<file path="config.mk">
export PLATFORM = sky130hd
export DESIGN_NAME = rwmf_window_unit
export DESIGN_NICKNAME = d
export VERILOG_FILES = /design/src/rtl/rwmf_pkg.sv /design/src/rtl/rwmf_window_unit.sv
export SDC_FILE = /design/constraint.sdc
export NUM_CORES = 1
export LEC_CHECK = 0
export BUFFER_PORTS_ARGS = -buffer_cell sky130_fd_sc_hd__buf_2
export CORE_ASPECT_RATIO = 1.5
export CORE_UTILIZATION = 30
export CTS_BUF_LIST = sky130_fd_sc_hd__clkbuf_4
export CTS_CLUSTER_SIZE = 30
export DETAILED_ROUTE_END_ITERATION = 10
export PLACE_DENSITY = 0.53
export SLEW_MARGIN = 20
export SYNTH_ARGS = -nofsm -noshare
export SYNTH_HDL_FRONTEND = slang
export SYNTH_SLANG_ARGS = --single-unit
</file>
<file path="constraint.sdc">
create_clock -name clk -period 21.5 [get_ports clk]
set_input_delay 3.225 -clock clk [delete_from_list [all_inputs] [get_ports clk]]
set_output_delay 3.225 -clock clk [all_outputs]
set_load 0.005 [all_outputs]
</file>
<file path="src/rtl/rwmf_pkg.sv">
// Shared types, register indexes and helpers for the window maximum filter.
package rwmf_pkg;

	localparam int SAMPLE_W   = 16;
	localparam int CFG_IDX_W  = 3;
	localparam int CFG_DATA_W = 13;
	localparam int ROWS_W     = 13;
	localparam int ROW_IDX_W  = 12;
	localparam int NCOLS_W    = 10;
	localparam int WIN_REG_W  = 5;
	localparam int ROW_LIMIT  = 4096;

	typedef logic signed [SAMPLE_W-1:0] sample_t;
	typedef logic [CFG_IDX_W-1:0]       cfg_idx_t;

	localparam cfg_idx_t REG_NUM_ROWS = cfg_idx_t'(0);
	localparam cfg_idx_t REG_NUM_COLS = cfg_idx_t'(1);
	localparam cfg_idx_t REG_WIN_H    = cfg_idx_t'(2);
	localparam cfg_idx_t REG_WIN_W    = cfg_idx_t'(3);

	// Work handed from the stream front end to the window unit
	typedef struct packed {
		logic    col_need;
		logic    out_need;
		logic    last;
		sample_t sample;
	} job_t;

	typedef struct packed {
		sample_t window_max;
		logic    last_of_frame;
	} result_t;

	function automatic sample_t smax(input sample_t a, input sample_t b);
		return (b > a) ? b : a;
	endfunction

endpackage

</file>
<file path="src/rtl/rwmf_window_unit.sv">
// Window unit: vertical column max from the line store, column-max taps,
// horizontal scan and the output register.
module rwmf_window_unit import rwmf_pkg::*; #(
	parameter int MAX_COLS  = 512,
	parameter int MAX_WIN_H = 16,
	parameter int MAX_WIN_W = 16,
	localparam int DEPTH = MAX_WIN_H * MAX_COLS,
	localparam int AW    = (DEPTH > 1) ? $clog2(DEPTH) : 1,
	localparam int CW    = (MAX_COLS > 1) ? $clog2(MAX_COLS) : 1,
	localparam int SW    = (MAX_WIN_H > 1) ? $clog2(MAX_WIN_H) : 1,
	localparam int HW    = $clog2(MAX_WIN_H + 1),
	localparam int WCW   = $clog2(MAX_WIN_W + 1),
	localparam int TW    = (MAX_WIN_W > 1) ? $clog2(MAX_WIN_W) : 1
) (
	input  logic          clk,
	input  logic          arst_n,
	input  logic          start,
	input  job_t          job,
	input  logic [SW-1:0] slot,
	input  logic [CW-1:0] col,
	input  logic [HW-1:0] wh,
	input  logic [WCW-1:0] ww,
	output logic          ready,
	output logic          rd_en,
	output logic [AW-1:0] rd_addr,
	input  sample_t       rd_data,
	output logic          res_valid,
	input  logic          res_ready,
	output result_t       res
);

	typedef enum logic [3:0] {
		ST_IDLE = 4'b0001,
		ST_VERT = 4'b0010,
		ST_HORZ = 4'b0100,
		ST_DONE = 4'b1000
	} state_t;

	state_t         state_q;
	job_t           job_q;
	logic [SW-1:0]  rd_slot_q;
	logic [CW-1:0]  col_q;
	logic [HW-1:0]  k_q;
	logic [WCW-1:0] j_q;
	logic           pend_s1;
	sample_t        vacc_q;
	sample_t        hacc_q;
	sample_t        taps_q [MAX_WIN_W];
	logic           res_valid_q;
	result_t        res_q;
	logic           vert_done;
	logic           out_free;
	logic           horz_more;

	function automatic logic [SW-1:0] slot_dec(input logic [SW-1:0] s);
		return (s == '0) ? SW'(MAX_WIN_H - 1) : s - SW'(1);
	endfunction

	assign ready     = (state_q == ST_IDLE);
	assign rd_en     = (state_q == ST_VERT) && (k_q < wh);
	assign rd_addr   = AW'(32'(rd_slot_q) * MAX_COLS + 32'(col_q));
	assign vert_done = (k_q >= wh) && !pend_s1;
	assign out_free  = !res_valid_q || res_ready;
	assign horz_more = (j_q < ww);
	assign res_valid = res_valid_q;
	assign res       = res_q;

	always_ff @(posedge clk or negedge arst_n) begin
		if (!arst_n) begin
			state_q     <= ST_IDLE;
			pend_s1     <= 1'b0;
			res_valid_q <= 1'b0;
		end else begin
			pend_s1 <= rd_en;
			if (state_q == ST_DONE && out_free) begin
				res_valid_q <= 1'b1;
			end else if (res_ready) begin
				res_valid_q <= 1'b0;
			end
			unique case (state_q)
				ST_IDLE: begin
					if (start && job.col_need) begin
						state_q <= ST_VERT;
					end
				end
				ST_VERT: begin
					if (vert_done) begin
						state_q <= job_q.out_need ? ST_HORZ : ST_IDLE;
					end
				end
				ST_HORZ: begin
					if (!horz_more) begin
						state_q <= ST_DONE;
					end
				end
				ST_DONE: begin
					if (out_free) begin
						state_q <= ST_IDLE;
					end
				end
				default: state_q <= ST_IDLE;
			endcase
		end
	end

	always_ff @(posedge clk) begin
		unique case (state_q)
			ST_IDLE: begin
				if (start) begin
					// the new sample is row zero of its own column
					job_q     <= job;
					vacc_q    <= job.sample;
					k_q       <= HW'(1);
					rd_slot_q <= slot_dec(slot);
					col_q     <= col;
				end
			end
			ST_VERT: begin
				if (rd_en) begin
					k_q       <= k_q + HW'(1);
					rd_slot_q <= slot_dec(rd_slot_q);
				end
				if (pend_s1) begin
					vacc_q <= smax(vacc_q, rd_data);
				end
				if (vert_done) begin
					for (int i = MAX_WIN_W - 1; i > 0; i--) begin
						taps_q[i] <= taps_q[i-1];
					end
					taps_q[0] <= vacc_q;
					hacc_q    <= vacc_q;
					j_q       <= WCW'(1);
				end
			end
			ST_HORZ: begin
				if (horz_more) begin
					hacc_q <= smax(hacc_q, taps_q[j_q[TW-1:0]]);
					j_q    <= j_q + WCW'(1);
				end
			end
			ST_DONE: begin
				if (out_free) begin
					res_q.window_max    <= hacc_q;
					res_q.last_of_frame <= job_q.last;
				end
			end
			default: ;
		endcase
	end

endmodule
</file>
After elaboration in Yosys (flattened, before gate mapping). Memory sizes are Yosys's and may differ from the RTL's. A register that Yosys moved wholly into a read port is not among the register bits. Cells that the tools add are included.

Output and inout bits: 33. Input port bits: 62. Memory bits (writable): 256. Logic and storage cells: 88. Register bits after elaboration: 80. Memories: 1.

Reductions and logical operators: 19. Equality and inequality tests: 14. Multiplexer cells: 31. Magnitude comparators: 5. Add/sub/neg operators: 5.

Memories: taps_q (depth 16, bits a word 16, rd ports 16, clocked after Yosys merged registers in 1, wr ports 16, RTL line rwmf_window_unit.sv:48) `sample_t taps_q [MAX_WIN_W];`.

Operators with widths (count): $mux W16 (6); $pmux W16 S2 (2); $mux W4 (9); $gt A16 B16 Y1 (2); $mux W5 (4); $pmux W5 S2 (2); $ne A2 B2 Y1 const B (8); $pmux W4 S4 (1); $add A13 B9 Y13 (1); $reduce_and A4 Y1 (3); $add A5 B1 Y5 const B (2); $lt A5 B5 Y1 (2); $logic_not A4 Y1 (2); $pmux W4 S2 (1); $sub A4 B1 Y4 const B (2); $reduce_and A3 Y1 (2); $reduce_bool A2 Y1 (3); $ge A5 B5 Y1 (1); $mux W1 (5); $eq A4 B1 Y1 const B (1); $eq A4 B2 Y1 const B (1); $eq A4 B3 Y1 const B (1); $eq A4 B4 Y1 const B (1); $logic_and A1 B1 Y1 (4); other kinds (5) (8).

Logic depth before layout (Yosys ltp).
Depth after elaboration: 5. Mapped depth: 10. Gate-level depth less buffers: 9.

Least setup slack after synthesis. Ideal clock, no wire load.

Path type: in2reg. Start: input port wh[3]. End: memory taps_q[0][0] (netlist bit), enable pin. Cell stages on the path: 7. Arrival: 9.138 ns. Setup slack: 11.756 ns. Required time: 20.893 ns. Setup time: 0.607 ns. Buffers on the path: 0. Cells stage by stage: inv_1 > ha_1 > a21oi_1 > a211o_1 > nand3_1 > nand2_1 > inv_1.

RTL lines: from (decl) (RTL line rwmf_window_unit.sv:21) `input logic [HW-1:0] wh,`; to (decl) (RTL line rwmf_window_unit.sv:48).

Worst setup path after layout.
Start: input port wh[4]. End: output port rd_en.

Word-level cells in the longest chain between the ends: 2.

Ends and longest elaborated chain: $lt A5 B5 Y1 (RTL line rwmf_window_unit.sv:60) `assign rd_en = (state_q == ST_VERT) && (k_q < wh);`; $logic_and A1 B1 Y1 (RTL line rwmf_window_unit.sv:60); to (decl) (RTL line rwmf_window_unit.sv:24) `output logic rd_en,`.

No other way between the ends.

==> Implementation_results.wiki <==
{| class="wikitable"
! Metric !! Value
|-
| Result of the run || finished clean
|-
| Clock tree from TritonCTS || yes
|-
| Library cell with the highest instance count after synthesis || sky130_fd_sc_hd__edfxtp_1
|-
| Final weighted congestion in routability-driven placement || 0.738
|-
| Count of input and output buffers || 94
|-
| Maximum frequency from static timing analysis || 127 MHz
|-
| DR WL/cell || 18.4 um
|-
| Synth warnings || 0
|-
| Setup crit start kind || input port
|-
| Register clock-pin slew on the reported worst setup and hold paths || 70 ps
|-
| Max_cap viols || 0
|-
| Initial detailed-routing violation count || 499
|-
| Final critical-path setup slack || 13620 ps
|-
| Global-route total usage across every layer || 12.6%
|-
| Share of the cycle needed by the critical path after routing || 36.6%
|-
| First-pass GRT wire length || 45400 um
|-
| Post-route insts no fill || 1580
|-
| Min-Delay Endpoint || taps_q[7][0]$_DFFE_PP_
|-
| Main flop type after synthesis || sky130_fd_sc_hd__edfxtp_1
|-
| Combinational share of power || 17.6%
|-
| H-tree depth || 3
|-
| Post-cts sizing count || 0
|-
| DPL Wire Length || 18100 um
|-
| Highest fanout seen on the critical path || 3
|-
| Worst hold slack after final layout || 416 ps
|-
| Class of the most critical hold timing path || flop to flop
|-
| Clock power share || 30.0%
|-
| Fraction of power consumed by sequential logic || 52.4%
|-
| Clock network latency to the later pin of the worst-skew pair || 720 ps
|-
| Cell area after placement || 15200 um^2
|-
| Area of the die || 47900 um^2
|-
| Cell area after synthesis || 14100 um^2
|-
| Cell chosen for the clock root || sky130_fd_sc_hd__clkbuf_4
|-
| Share of synthesized area occupied by flip-flops and latches || 71.9%
|-
| Final worst clock skew || 37.5 ps
|-
| Yosys top cell by area || sky130_fd_sc_hd__edfxtp_1
|-
| Routed wire length || 29100 um
|-
| Crit path capture type || output port
|-
| Cell internal pwr || 0.00123 W
|-
| Area growth, synth to finish || 15.2%
|-
| Worst-case reg-to-reg path depth || 9
|-
| Share of layout cells above drive strength 1 || 31.9%
|-
| Count of TritonRoute iterations in the first routing pass || 5
|-
| Leading post-synthesis cells by instance count || sky130_fd_sc_hd__edfxtp_1 (330), sky130_fd_sc_hd__mux4_2 (80), sky130_fd_sc_hd__nand2_1 (79)
|-
| Initial antenna violation count || 1
|-
| Via count of the first global-routing pass || 7960
|-
| Total negative setup slack || 0 ps
|-
| Most area-consuming cells after synthesis || sky130_fd_sc_hd__edfxtp_1 (70%), sky130_fd_sc_hd__mux4_2 (13%), sky130_fd_sc_hd__ha_1 (4.2%), sky130_fd_sc_hd__nand2_1 (2.1%), sky130_fd_sc_hd__inv_1 (1.4%)
|-
| Leakage power summed over all cells || 5.77 nW
|-
| Clock period minus worst slack || 7880 ps
|-
| Final Net Count || 1040
|-
| Data arrival time of the critical path || 4650 ps
|-
| Die span in y || 267 um
|-
| Worst slack at placement || 13600 ps
|-
| EDFF count, synth || 330
|-
| Clock sink total || 340
|-
| Number of buffers added by the clock tree synthesis step || 79
|-
| Power spent charging and discharging nets || 0.000481 W
|-
| Number of I/O pins || 95
|-
| Overall overflow remaining after global route || 0
|-
| Max-slew violations || 0
|-
| Maximum number of pins on one net before global-route repair || 172
|-
| Total core area || 46000 um^2
|-
| RSZ-0062 raised after global routing || no
|-
| Fraction of registers with async set/reset || 1.76%
|-
| Max-Slew Margin vs Limit || 29.3%
|-
| Number of buffers added to fix hold violations after cts || 0
|-
| Hold Crit Start || taps_q[6][0]$_DFFE_PP_
|-
| Total via count after detailed routing || 7459
|-
| Initial Util || 30.6%
|-
| Mean cell area of the mapped netlist || 18.2 um^2
|-
| Synthesized instance count || 775
|-
| Yosys cell types || 49
|-
| Share of the synthesized area in the top cell type || 70.3%
|-
| Number of buffers inserted to repair setup after CTS || 0
|-
| Total power divided by cell area || 106 nW/um^2
|-
| Placed cell count || 1438
|-
| Number of vias per cell after detailed routing || 4.72
|-
| R2r endpoint || hacc_q[10]$_DFFE_PP_
|-
| Final Hold Vio Count || 0
|-
| Transition time at the pin with the least slew margin || 1060 ps
|-
| Net switching fraction of the power || 28.1%
|-
| Number of inserted filler cells in the final layout || 4393
|-
| Number of cells traversed by the worst hold path || 0
|-
| Number of setup violations in the final report || 0
|-
| Post-route antenna net violation count || 0
|-
| Maximum number of buffers from clock root to sink || 3
|-
| Post-synthesis register bit count || 340
|-
| Die span in x || 179 um
|-
| Number of DRC violations after detailed routing || 0
|-
| Crit path kind || input port to output port
|-
| Register-to-register path setup slack || 16160 ps
|-
| Max rail drop VDD || 0.0609 mV
|-
| CP Data Required Time || 18270 ps
|-
| Synth Net Count || 884
|-
| Design area || 16200 um^2
|-
| Std-Cell Rows || 96
|}
[worst max path at each step]
stage / start / endpoint / slack (ps) / cells past startpoint
floorplan: wh[3] / taps_q[0][0]$_DFFE_PP_ / 11760 / 7
global placement: wh[3] / rd_en / 13620 / 6
detailed placement: wh[4] / rd_en / 13600 / 6
CTS: wh[4] / rd_en / 13590 / 6
global route: wh[4] / rd_en / 13470 / 6
finish: wh[4] / rd_en / 13620 / 6
[stage by stage]
step           utilization (%)  total power, W
2_1_floorplan                -         0.00112
3_3_place_gp              33.1         0.00122
3_5_place_dp              33.1         0.00122
4_1_cts                   35.3         0.00175
5_1_grt                   35.3         0.00181
6_report                  35.3         0.00172
[flip-flops by register name, summed over array words and instances, names as in the netlist, 2 cells and up, named ones only]
register / flops
j_q: 5
col_q: 9
rd_slot_q: 4
vacc_q: 16
hacc_q: 16
state_q: 4
k_q: 5
job_q: 2
taps_q: 256
res: 17
[placed cells by master, fill, tap and decap left out, drive strengths merged, types with 5 or more instances in the layout]
cell	instances
a21oi	20
a31oi	5
buf	102
clkbuf	121
clkinv	17
dfrtp	5
edfxtp	330
ha	47
inv	58
mux4	80
nand2	79
nand3	10
nand4	8
nor2	13
nor2b	8
o21ai	26
[routing by layer]
metal	GRT usage, %	up-vias	routed length (um)
li1	-	3426	-
met1	15.8	3790	12500
met2	20.6	198	14600
met3	3.09	45	1390
met4	5.34	0	619
met5	0	-	0
[area by class of cell]
cell class              instances  area, um^2  area share [%]
diodes                          1        2.50          0.0154
inverters                      55         219            1.35
flip-flops and latches        340       10100            62.5
well taps                     588         736            4.53
repair buffers                102         531            3.27
multi-input cells             353        3620            22.3
clock inverters                20        76.3           0.470
clock buffers                 121         908            5.59
[power by group through the flow]
stage | combinational [W] | clock (W) | sequential, W
after floorplan | 0.000220 | 0 | 0.000903
after global placement | 0.000307 | 0 | 0.000912
after detailed placement | 0.000309 | 0 | 0.000914
after CTS | 0.000311 | 0.000537 | 0.000901
after global routing | 0.000336 | 0.000562 | 0.000911
final | 0.000302 | 0.000514 | 0.000900
[cell families (layout without fill, tap and decap cells)]
family | count (synthesis) | in the layout | synth area share [%]
compound gates | 77 | 77 | 3.33
xor+xnor | 8 | 8 | 0.497
fa+ha+maj | 47 | 47 | 4.17
buf+inv | 82 | 298 | 2.57
flops | 340 | 340 | 71.9
mux | 81 | 81 | 12.9
other cells | 0 | 1 | 0
simple gates | 140 | 140 | 4.63
[critical path: stages]
cell	delay, ps
sky130_fd_sc_hd__buf_2	70
sky130_fd_sc_hd__inv_1	30
sky130_fd_sc_hd__ha_1	300
sky130_fd_sc_hd__and4_1	220
sky130_fd_sc_hd__a2111oi_0	580
sky130_fd_sc_hd__buf_2	220
Note: power is estimated with default switching activity, not from simulation.
